==> src/rtl/leading_pattern_stripper_core_macros.svh <==
// Assertion helpers for the modules that check their own logic; lps_back includes them.
`ifndef LEADING_PATTERN_STRIPPER_CORE_MACROS_SVH
`define LEADING_PATTERN_STRIPPER_CORE_MACROS_SVH

// The consequent must hold in the same cycle as the antecedent.
`define LPS_ASSERT_SAME(label, clk, rst_n, ante, cons, msg) \
    label: assert property (@(posedge clk) disable iff (!rst_n) (ante) |-> (cons)) \
        else $error(msg);

// The consequent must hold in the cycle after the antecedent.
`define LPS_ASSERT_NEXT(label, clk, rst_n, ante, cons, msg) \
    label: assert property (@(posedge clk) disable iff (!rst_n) (ante) |=> (cons)) \
        else $error(msg);

`endif

==> src/rtl/lps_pkg.sv <==
package lps_pkg;

    localparam int BYTE_W = 8;
    localparam int PAT_W  = 64;
    localparam int LEN_W  = 4;
    localparam int LIM_W  = 8;
    localparam int CNT_W  = 4;
    localparam int POS_W  = 3;
    localparam int IDX_W  = 2;

    // Configuration register indexes.
    localparam logic [IDX_W-1:0] REG_STRIP_PATTERN  = 2'd0;
    localparam logic [IDX_W-1:0] REG_PATTERN_LENGTH = 2'd1;
    localparam logic [IDX_W-1:0] REG_STRIP_LIMIT    = 2'd2;

    // Register values as seen by the datapath.
    typedef struct packed {
        logic [PAT_W-1:0] pattern;
        logic [LEN_W-1:0] length;
        logic [LIM_W-1:0] limit;
    } lps_cfg_t;

    // One command for the back end: replay held pattern bytes, then an
    // optional pass-through byte, with the token end marked if needed.
    typedef struct packed {
        logic [CNT_W-1:0]  held;
        logic              has_byte;
        logic [BYTE_W-1:0] data;
        logic              last;
    } lps_cmd_t;

endpackage

==> src/rtl/lps_front.sv <==
module lps_front #(
    parameter int MAX_PATTERN_BYTES = 8
) (
    input  logic                   clk,
    input  logic                   rst_n,
    input  lps_pkg::lps_cfg_t      cfg,
    input  logic                   in_valid,
    output logic                   in_stall,
    input  logic [7:0]             token_byte,
    input  logic                   token_last,
    input  logic                   q_full,
    output logic                   q_push,
    output lps_pkg::lps_cmd_t      q_cmd
);
    import lps_pkg::*;

    localparam logic [LEN_W-1:0] MaxLen = LEN_W'(MAX_PATTERN_BYTES);

    logic             phase_reg, phase_next;
    logic [POS_W-1:0] pos_reg, pos_next;
    logic [LIM_W-1:0] copies_reg, copies_next;

    logic [LEN_W-1:0]  eff_len;
    logic [BYTE_W-1:0] pat_byte;
    logic [CNT_W-1:0]  pos_inc;
    logic              match;
    logic              accept;

    assign accept   = in_valid && !q_full;
    assign in_stall = q_full;

    // Clamp the configured length into the supported range.
    always_comb
    begin
        if (cfg.length == '0)
            eff_len = LEN_W'(1);
        else if (cfg.length > MaxLen)
            eff_len = MaxLen;
        else
            eff_len = cfg.length;
    end

    assign pat_byte = cfg.pattern[pos_reg * BYTE_W +: BYTE_W];
    assign pos_inc  = {1'b0, pos_reg} + CNT_W'(1);
    assign match    = phase_reg && (copies_reg < cfg.limit) && (token_byte == pat_byte);

    // Classify the byte and work out the next match state.
    always_comb
    begin
        phase_next     = phase_reg;
        pos_next       = pos_reg;
        copies_next    = copies_reg;
        q_cmd.held     = '0;
        q_cmd.has_byte = 1'b0;
        q_cmd.data     = token_byte;
        q_cmd.last     = token_last;
        if (match)
        begin
            if (pos_inc >= eff_len)
            begin
                copies_next = copies_reg + LIM_W'(1);
                pos_next    = '0;
            end
            else
            begin
                pos_next = pos_inc[POS_W-1:0];
            end
            if (token_last)
                q_cmd.held = {1'b0, pos_next};
        end
        else
        begin
            if (phase_reg)
                q_cmd.held = {1'b0, pos_reg};
            q_cmd.has_byte = 1'b1;
            phase_next     = 1'b0;
            pos_next       = '0;
        end
        if (token_last)
        begin
            phase_next  = 1'b1;
            pos_next    = '0;
            copies_next = '0;
        end
    end

    // Bytes that are only absorbed into a partial match produce no command.
    assign q_push = accept && (q_cmd.has_byte || (q_cmd.held != '0) || token_last);

    always_ff @(posedge clk or negedge rst_n)
    begin
        if (!rst_n)
        begin
            phase_reg  <= 1'b1;
            pos_reg    <= '0;
            copies_reg <= '0;
        end
        else if (accept)
        begin
            phase_reg  <= phase_next;
            pos_reg    <= pos_next;
            copies_reg <= copies_next;
        end
    end

endmodule

==> src/rtl/lps_queue.sv <==
module lps_queue #(
    parameter int DEPTH = 4
) (
    input  logic              clk,
    input  logic              rst_n,
    input  logic              push,
    input  lps_pkg::lps_cmd_t push_cmd,
    output logic              full,
    input  logic              pop,
    output lps_pkg::lps_cmd_t head_cmd,
    output logic              empty
);
    import lps_pkg::*;

    localparam int PTR_W = (DEPTH > 1) ? $clog2(DEPTH) : 1;
    localparam int CNT_QW = $clog2(DEPTH + 1);
    localparam logic [PTR_W-1:0] LastPtr = PTR_W'(DEPTH - 1);

    lps_cmd_t          entry_reg [DEPTH];
    logic [PTR_W-1:0]  wr_ptr_reg, rd_ptr_reg;
    logic [CNT_QW-1:0] count_reg;

    assign full     = (count_reg == CNT_QW'(DEPTH));
    assign empty    = (count_reg == '0);
    assign head_cmd = entry_reg[rd_ptr_reg];

    // Storage for queued commands.
    always_ff @(posedge clk)
    begin
        if (push)
            entry_reg[wr_ptr_reg] <= push_cmd;
    end

    // Pointers and fill level.
    always_ff @(posedge clk or negedge rst_n)
    begin
        if (!rst_n)
        begin
            wr_ptr_reg <= '0;
            rd_ptr_reg <= '0;
            count_reg  <= '0;
        end
        else
        begin
            if (push)
                wr_ptr_reg <= (wr_ptr_reg == LastPtr) ? '0 : wr_ptr_reg + PTR_W'(1);
            if (pop)
                rd_ptr_reg <= (rd_ptr_reg == LastPtr) ? '0 : rd_ptr_reg + PTR_W'(1);
            if (push && !pop)
                count_reg <= count_reg + CNT_QW'(1);
            else if (pop && !push)
                count_reg <= count_reg - CNT_QW'(1);
        end
    end

endmodule

==> src/rtl/lps_back.sv <==
`include "leading_pattern_stripper_core_macros.svh"

module lps_back (
    input  logic              clk,
    input  logic              rst_n,
    input  lps_pkg::lps_cfg_t cfg,
    input  logic              q_empty,
    input  lps_pkg::lps_cmd_t head_cmd,
    output logic              q_pop,
    output logic              out_valid,
    input  logic              out_stall,
    output logic [7:0]        out_byte,
    output logic              byte_valid,
    output logic              token_end,
    output logic              run_last
);
    import lps_pkg::*;

    logic [CNT_W-1:0]  idx_reg;
    logic              out_valid_reg;
    logic [BYTE_W-1:0] out_byte_reg;
    logic              byte_valid_reg;
    logic              token_end_reg;
    logic              run_last_reg;

    logic              tail;
    logic              in_replay;
    logic              final_res;
    logic              load;
    logic [BYTE_W-1:0] res_byte;
    logic              res_valid;

    // A tail result follows the replay: the pass-through byte or an empty end.
    assign tail      = head_cmd.has_byte || (head_cmd.held == '0);
    assign in_replay = (idx_reg < head_cmd.held);

    // Select the result at the current step of the head command.
    always_comb
    begin
        if (in_replay)
        begin
            res_byte  = cfg.pattern[idx_reg[POS_W-1:0] * BYTE_W +: BYTE_W];
            res_valid = 1'b1;
            final_res = !tail && (idx_reg == head_cmd.held - CNT_W'(1));
        end
        else
        begin
            res_byte  = head_cmd.has_byte ? head_cmd.data : '0;
            res_valid = head_cmd.has_byte;
            final_res = 1'b1;
        end
    end

    assign load  = !q_empty && (!out_valid_reg || !out_stall);
    assign q_pop = load && final_res;

    // Step counter and output register.
    always_ff @(posedge clk or negedge rst_n)
    begin
        if (!rst_n)
        begin
            idx_reg       <= '0;
            out_valid_reg <= 1'b0;
        end
        else
        begin
            if (load)
            begin
                idx_reg       <= final_res ? '0 : idx_reg + CNT_W'(1);
                out_valid_reg <= 1'b1;
            end
            else if (!out_stall)
            begin
                out_valid_reg <= 1'b0;
            end
        end
    end

    always_ff @(posedge clk)
    begin
        if (load)
        begin
            out_byte_reg   <= res_byte;
            byte_valid_reg <= res_valid;
            token_end_reg  <= final_res && head_cmd.last;
            run_last_reg   <= final_res;
        end
    end

    assign out_valid  = out_valid_reg;
    assign out_byte   = out_byte_reg;
    assign byte_valid = byte_valid_reg;
    assign token_end  = token_end_reg;
    assign run_last   = run_last_reg;

    `LPS_ASSERT_SAME(a_idx_in_range, clk, rst_n, !q_empty, idx_reg <= head_cmd.held,
        "replay step beyond held count")
    `LPS_ASSERT_SAME(a_idx_idle, clk, rst_n, q_empty, idx_reg == '0,
        "replay step not cleared with empty queue")
    `LPS_ASSERT_SAME(a_end_is_run_last, clk, rst_n, out_valid_reg && token_end_reg,
        run_last_reg, "token end without run last")
    `LPS_ASSERT_SAME(a_empty_byte_zero, clk, rst_n, out_valid_reg && !byte_valid_reg,
        (out_byte_reg == '0) && token_end_reg, "empty result not a clean token end")

endmodule

==> src/rtl/leading_pattern_stripper_core.sv <==
// An accepted byte's command is written into the command queue, then loaded into the output register.
// Throughput: one input byte per cycle while the command queue is not full;
// the output side emits one result per cycle while out_stall is low, so a flush
// of held bytes, one result per held byte, is absorbed by the command queue between front and back end.
// Reset: match state returns to the start of a token, the queue and output
// register empty, and the registers return to pattern 0, length 1, limit 0.
module leading_pattern_stripper_core #(
    parameter int MAX_PATTERN_BYTES = 8,
    parameter int QUEUE_DEPTH       = 4
) (
    input  logic        clk,
    input  logic        rst_n,
    input  logic        cfg_we,
    input  logic [1:0]  cfg_index,
    input  logic [63:0] cfg_data,
    input  logic        in_valid,
    output logic        in_stall,
    input  logic [7:0]  token_byte,
    input  logic        token_last,
    output logic        out_valid,
    input  logic        out_stall,
    output logic [7:0]  out_byte,
    output logic        byte_valid,
    output logic        token_end,
    output logic        run_last
);
    import lps_pkg::*;

    lps_cfg_t cfg_reg;
    lps_cmd_t push_cmd;
    lps_cmd_t head_cmd;
    logic     q_push;
    logic     q_pop;
    logic     q_full;
    logic     q_empty;

    // Configuration registers.
    always_ff @(posedge clk or negedge rst_n)
    begin
        if (!rst_n)
        begin
            cfg_reg.pattern <= '0;
            cfg_reg.length  <= LEN_W'(1);
            cfg_reg.limit   <= '0;
        end
        else if (cfg_we)
        begin
            case (cfg_index)
                REG_STRIP_PATTERN:  cfg_reg.pattern <= cfg_data;
                REG_PATTERN_LENGTH: cfg_reg.length  <= cfg_data[LEN_W-1:0];
                REG_STRIP_LIMIT:    cfg_reg.limit   <= cfg_data[LIM_W-1:0];
                default:            ;
            endcase
        end
    end

    lps_front #(
        .MAX_PATTERN_BYTES(MAX_PATTERN_BYTES)
    ) u_front (
        .clk       (clk),
        .rst_n     (rst_n),
        .cfg       (cfg_reg),
        .in_valid  (in_valid),
        .in_stall  (in_stall),
        .token_byte(token_byte),
        .token_last(token_last),
        .q_full    (q_full),
        .q_push    (q_push),
        .q_cmd     (push_cmd)
    );

    lps_queue #(
        .DEPTH(QUEUE_DEPTH)
    ) u_queue (
        .clk     (clk),
        .rst_n   (rst_n),
        .push    (q_push),
        .push_cmd(push_cmd),
        .full    (q_full),
        .pop     (q_pop),
        .head_cmd(head_cmd),
        .empty   (q_empty)
    );

    lps_back u_back (
        .clk       (clk),
        .rst_n     (rst_n),
        .cfg       (cfg_reg),
        .q_empty   (q_empty),
        .head_cmd  (head_cmd),
        .q_pop     (q_pop),
        .out_valid (out_valid),
        .out_stall (out_stall),
        .out_byte  (out_byte),
        .byte_valid(byte_valid),
        .token_end (token_end),
        .run_last  (run_last)
    );

endmodule
==> config.mk <==
export PLATFORM = sky130hd
export DESIGN_NAME = leading_pattern_stripper_core
export DESIGN_NICKNAME = d
export VERILOG_FILES = /design/src/rtl/lps_pkg.sv /design/src/rtl/lps_front.sv /design/src/rtl/lps_queue.sv /design/src/rtl/lps_back.sv /design/src/rtl/leading_pattern_stripper_core.sv
export VERILOG_INCLUDE_DIRS = /design/src /design/src/rtl
export SDC_FILE = /design/constraint.sdc
export NUM_CORES = 1
export LEC_CHECK = 0
export ABC_AREA = 1
export ABC_CLOCK_PERIOD_IN_PS = 2900
export BUFFER_PORTS_ARGS = -buffer_cell sky130_fd_sc_hd__buf_2
export CORE_UTILIZATION = 25
export CTS_BUF_LIST = sky130_fd_sc_hd__clkbuf_8
export CTS_CLUSTER_DIAMETER = 60
export DETAILED_ROUTE_END_ITERATION = 7
export PLACE_DENSITY = 0.47
export SLEW_MARGIN = 15
export SYNTH_ARGS = -nofsm -noshare
export SYNTH_HDL_FRONTEND = slang
export SYNTH_SLANG_ARGS = --single-unit
==> constraint.sdc <==
create_clock -name clk -period 2.9 [get_ports clk]
set_clock_uncertainty 0.2 [all_clocks]
set_input_delay 0.145 -clock clk [delete_from_list [all_inputs] [get_ports clk]]
set_output_delay 0.145 -clock clk [all_outputs]
set_load 0.03 [all_outputs]
# Yosys cells after proc, flatten, opt, wreduce, memory -nomap -nowiden
# Memory sizes are Yosys's and may differ from the RTL's.
# Cells that the tools add are included.
classes:
  n_addsub: 8
  magnitude_cmp: 4
  eq_ne: 9
  shift: 2
  n_mux: 26
  n_reduce_logical: 34
ops:
  columns: ["op", "count"]
  rows:
  - ["indexed part select 64 x 7 -> 8 bit", 2]
  - ["2-to-1 mux 8 bit", 5]
  - ["2-to-1 mux 3 bit", 8]
  - ["2-to-1 mux 4 bit", 3]
  - ["logical AND 1 bit", 10]
  - ["adder 8 x 1 -> 8 bit (second input constant)", 1]
  - ["equality test 8 bit", 1]
  - ["zero test 4 bit", 2]
  - ["less-than comparator 8 bit", 1]
  - ["2-to-1 mux 1 bit", 8]
  - ["AND reduction 2 bit", 4]
  - ["zero test 1 bit", 7]
  - ["equality test 2 bit (second input constant)", 3]
  - ["nonzero test 2 bit", 3]
  - ["adder 2 x 1 -> 2 bit (second input constant)", 2]
  - ["adder 3 x 1 -> 4 bit (second input constant)", 1]
  - ["adder 4 x 1 -> 4 bit (second input constant)", 1]
  - ["equality test 4 bit", 1]
  - ["greater-or-equal comparator 4 bit", 1]
  - ["> comparator 4 bit (second input constant)", 1]
  - ["logical OR 1 bit", 4]
  - ["less-than comparator 4 bit", 1]
  - ["2-to-1 mux 2 bit", 2]
  - ["nonzero test 4 bit", 1]
  - ["10 further kinds", 10]
word_totals:
  ff_bits: 111
  ram_bits: 52
  in_bits: 80
  out_inout_bits: 13
  elab_cells: 99
  n_memories: 1
mem_list:
  columns: ["name", "words", "word_bits", "read_ports", "rd_clocked_by_memory_dff", "write_ports", "line_no", "rtl"]
  rows:
  - ["u_queue.entry_reg", 4, 13, 1, 0, 1, "lps_queue.sv:19", "lps_cmd_t entry_reg [DEPTH];"]

# Logic depth before layout (Yosys ltp)
logic_depth:
  word_depth: 15
  depth_mapped: 20
  ltp_nobuf: 19

# Modules after synthesis
# A second synthesis with hierarchy kept.
hier_totals:
  hier_cells: 1203
  area_unflattened_um2: 9564.2
modules_own_cells:
  columns: ["module", "instances", "cells_per_inst", "area_each_um2", "seq_area_each_um2"]
  rows:
  - ["leading_pattern_stripper_core", 1, 333, 3150.5, 1903.1]
  - ["lps_queue", 1, 214, 2650.0, 1856.8]
  - ["lps_front", 1, 411, 2195.9, 301.5]
  - ["lps_back", 1, 245, 1567.8, 455.4]

# Least setup slack after synthesis
# OpenSTA, ideal clock, no wires.
synth_path:
  path_kind: "reg2reg"
  start: "reg u_queue.rd_ptr_reg[0]"
  end: "reg u_queue.count_reg[1]"
  arrival_ps: 2798
  required_time_ps: 2575
  setup_slack_ps: -223
  stages_incl_launch_ff: 17
  path_cell_list: "dfrtp_1 > buf_2 > nand2_1 > a32oi_1 > inv_1 > ha_1 > xnor2_1 > nor2_1 > nand2_1 > a21oi_1 > nand3_1 > nand2_1 > nand2_1 > ha_1 > inv_1 > fa_1 > mux2_2"
synth_via:
  elab_chain_len: 10
synth_rtl:
  columns: ["item", "line_no", "rtl"]
  rows:
  - ["from (decl)", "lps_queue.sv:20", "logic [PTR_W-1:0] wr_ptr_reg, rd_ptr_reg;"]
  - ["from (signal assigned)", "lps_queue.sv:48", "rd_ptr_reg <= (rd_ptr_reg == LastPtr) ? '0 : rd_ptr_reg + PTR_W'(1);"]
  - ["memory (4 x 13 bit) *", null, null]
  - ["parallel branches: the longest is 4 deep, another holds subtractor 4 x 1 -> 4 bit", null, null]
  - ["2-to-1 mux 1 bit *", "lps_back.sv:40", "if (in_replay)"]
  - ["net u_back.final_res", "lps_back.sv:28", "logic final_res;"]
  - ["logical AND 1 bit *", "lps_back.sv:55", "assign q_pop = load && final_res;"]
  - ["zero test 1 bit", "lps_queue.sv:49", "if (push && !pop)"]
  - ["logical AND 1 bit", "lps_queue.sv:49", null]
  - ["2-to-1 mux 3 bit or nonzero test 2 bit (tied branches)", null, null]
  - ["to (signal assigned)", "lps_queue.sv:50", "count_reg <= count_reg + CNT_QW'(1);"]
  - ["to (signal assigned)", "lps_queue.sv:52", "count_reg <= count_reg - CNT_QW'(1);"]
  - ["to (decl)", "lps_queue.sv:21", "logic [CNT_QW-1:0] count_reg;"]
# Mark *: on every way through the listed nets, which the timed path passes.
# A chain may end at the register's enable or synchronous reset.

# Worst setup path after layout
# Same ends and word-level chain as after synthesis.

==> summary.md <==
| Metric | Value |
|---|---|
| Synth top area cells | `dfrtp_1, edfxtp_1, nand2_1` |
| Design Area, Final | `11510 µm²` |
| R2R depth | `15` |
| DIE AREA | `35150 µm²` |
| Worst-path clk slew | `100 ps` |
| Fraction of layout cells with a size suffix above 1 | `20.22%` |
| Core area | `33700 µm²` |
| Row count | `67` |
| Initial cell density of the core | `25.53%` |
| Worst rel slew slack | `58.78%` |
| Gate Count Post-Synth | `1035` |
| Worst setup margin | `-141.8 ps` |
| Placed Instance Area | `10170 µm²` |
| Num CTS Buffers | `17` |
| Async SR Flop Fraction | `61.35%` |
| Yosys reg bits | `163` |
| Post-Syn Area per Cell | `8.311 µm²` |
| Final Max Tran Viols | `0` |
| Final setup vio count | `2` |
| CP Class | `reg2reg` |
| Max_cap viols | `0` |
| Final Cycle Share | `104.9%` |
| Leak | `5.428 nW` |
| CP max FO | `4` |
| Post-synth cell types | `42` |
| Worst min-delay path class | `in2async` |
| DRT Wirelength | `26560 µm` |
| Unrepaired setup endpoints after global routing | `true` |
| Most frequent CP cell | `nand2_2` |
| Initial antenna violation count | `0` |
| Top Ports | `93` |
| Pre-CTS setup slack | `-280.1 ps` |
| Status | `finished, violations left` |
| Post-DP HPWL | `19710 µm` |
| Reg2reg end | `u_queue.count_reg[1]` |
| Worst path slowest cell | `dfrtp_1` |
| R2r startpoint | `u_queue.rd_ptr_reg[0]` |
| Ys Warns | `0` |
| Area delta synth->final | `33.86%` |
| Die Y | `187.5 µm` |
| PD cells | `789.7 nW/µm²` |
| Vias in the first global route | `7663` |
| Worst setup SP type | `flip-flop` |
| Wire length of the first global-routing pass | `41690 µm` |
| Area of the multi-input gates | `3587 µm²` |
| 1st-iter DRT viols | `430` |
| DRC | `0` |
| Sequential area share after synthesis | `51.11%` |
| Max clock buf depth | `2` |
| Dominant cell type by area after synthesis | `dfrtp_1` |
| Element type at the critical path end | `flip-flop` |
| H-tree depth | `4` |
| CP peak stage delay | `420 ps` |
| Min Tclk post-route | `3042 ps` |
| Final ANT Viol Nets | `0` |
| Most frequent cell after synthesis | `nand2_1` |
| Largest net degree at the start of global routing | `53` |
| Fmax | `328.8 MHz` |
| Clk sinks | `163` |
| Final Hold Viols | `0` |
| CP Launch Point | `u_queue.rd_ptr_reg[0]` |
| Synth top area share | `28.51%` |
| DR vias | `7751` |
| Buffers on Ports | `92` |
| Reg-to-reg slack, setup | `-140 ps` |
| RePlAce Congestion | `0.8716` |
| CP required | `3050 ps` |
| Number of vias per cell | `4.470` |
| Synthesized Nets | `1141` |
| Clk_lat worst skew | `470 ps` |
| Total chip power | `9.094 mW` |
| Seq. cell area | `4397 µm²` |
| First-pass detailed-route iteration total | `5` |
| DR WL/cell | `15.32 µm` |
| Violated checks | `negative setup slack` |
| Die X | `187.5 µm` |
| Total track usage | `15.49%` |
| VDD IR max | `0.0003965 V` |
| Synth Flop Type | `dfrtp_1` |
| Root Driver | `clkbuf_8` |
| CP arrival | `3190 ps` |
| CP Cell Sequence | `buf_4 > nor2_2 > o22a_1 > ha_1 > xnor2_1 > nor2_1 > nand2_1 > a21oi_1 > nand3_1 > nand2_2 > nand2_2 > ha_4 > inv_2 > fa_2 > mux2_2` |
| Max reg flops | `76` |
| Filler cells | `3595` |
| Nets | `1379` |
| Diodes inserted | `0` |
| Slew @ Worst Pin | `618.3 ps` |
| Synth cell count leaders | `nand2_1, inv_1, nor2_1` |
| Mapped Area | `8602 µm²` |
| CTS tree | `done` |
| Worst setup endpoint | `u_queue.count_reg[1]` |
| Total global routing overflow | `0` |
| Number of synthesized flops with an enable pin | `63` |
==> worst max-delay path: cells and delay by family (launching register included) <==
family / cells / cell delay (ps)
buf+inv: 2 / 210
mux: 1 / 260
fa+ha+maj: 3 / 830
compound gates: 2 / 340
flops: 1 / 420
simple gates: 6 / 530
xor+xnor: 1 / 120
==> repair_timing <==
item,in CTS,in global routing
setup endpoints to repair,11,34
setup buffers,5,1
endpoints found under the hold margin,208,0
pin swaps,7,4
gates resized for setup,14,7
hold buffers,81,0
==> area by class of cell <==
type | instances | area share [%]
clock inverters | 15 | 1.673
well taps | 448 | 4.868
repair buffers | 266 | 17.89
inverters | 129 | 4.205
clock buffers | 17 | 2.032
multi-input cells | 696 | 31.15
flip-flops and latches | 163 | 38.18
==> per-layer routing <==
metal / global-route usage (%) / vias to the layer above / wire length [µm]
met3: 3.200 / 27 / 1160
met1: 20.67 / 3671 / 12570
met4: 4.534 / 0 / 454
met5: 0 / - / 0
li1: - / 3889 / -
met2: 25.24 / 164 / 12380
==> logic make-up (layout without fill, tap and decap cells) <==
| group | Yosys count | in the layout | synth area share [%] |
|---|---|---|---|
| muxes | 1 | 1 | 0.1309 |
| AOI/OAI and AO/OA | 200 | 200 | 12.52 |
| xor gates and xnor gates | 13 | 13 | 1.324 |
| adders and majority gates | 26 | 26 | 3.869 |
| and+or+nand+nor | 456 | 456 | 22.78 |
| DFF | 163 | 163 | 51.11 |
| buffers and inverters | 176 | 427 | 8.262 |
==> how the worst min path moves through the flow <==
stage | cells after the start | slack [ps] | endpoint
floorplan | 0 | -350 | cfg_reg[0]
global placement | 1 | 8 | cfg_reg[29]
detailed placement | 1 | 7 | cfg_reg[29]
CTS | 2 | 20 | cfg_reg[29]
global route | 2 | 60 | cfg_reg[29]
finish | 2 | 20 | cfg_reg[29]
==> placed cells by master, fill, tap and decap left out, types with 3 or more instances in the layout <==
cell and n:
clkinv_1 4, nor2_4 3, clkbuf_8 17, xnor2_1 6, nor2_2 8, o21ai_0 76, inv_2 4, bufinv_16 3
ha_1 24, a32o_1 8, buf_12 7, nand2_1 202, nor3_1 3, dfrtp_1 98, nand2_2 9, o22ai_1 9
edfxtp_1 63, xor2_1 7, nand3_1 97, buf_2 91, nand4_1 8, inv_1 123, inv_6 4, a21oi_1 95
buf_4 87, dlygate4sd3_1 81, nand3b_1 3, inv_8 4, nor2_1 111, nand3_2 7
==> per-stage QoR <==
step | cells | TNS [ps] | util [%] | hold slack, ps
2_1_floorplan | 1035 | -151.6 | - | -350.6
3_3_place_gp | 1615 | -317.7 | 30.17 | 7.937
3_5_place_dp | 1615 | -785.3 | 30.17 | 6.921
4_1_cts | 1733 | -213.4 | 34.07 | 19.28
5_1_grt | 1734 | -1628 | 34.17 | 58.88
6_report | 1734 | -169.7 | 34.17 | 15.88
==> power by group <==
part / total, mW / internal (mW) / switching (mW)
logic: 4.09 / 1.59 / 2.50
clock network: 1.83 / 0.882 / 0.946
registers: 3.17 / 2.96 / 0.209
total: 9.09 / 5.44 / 3.65
Note: power is estimated with default switching activity, not from simulation.
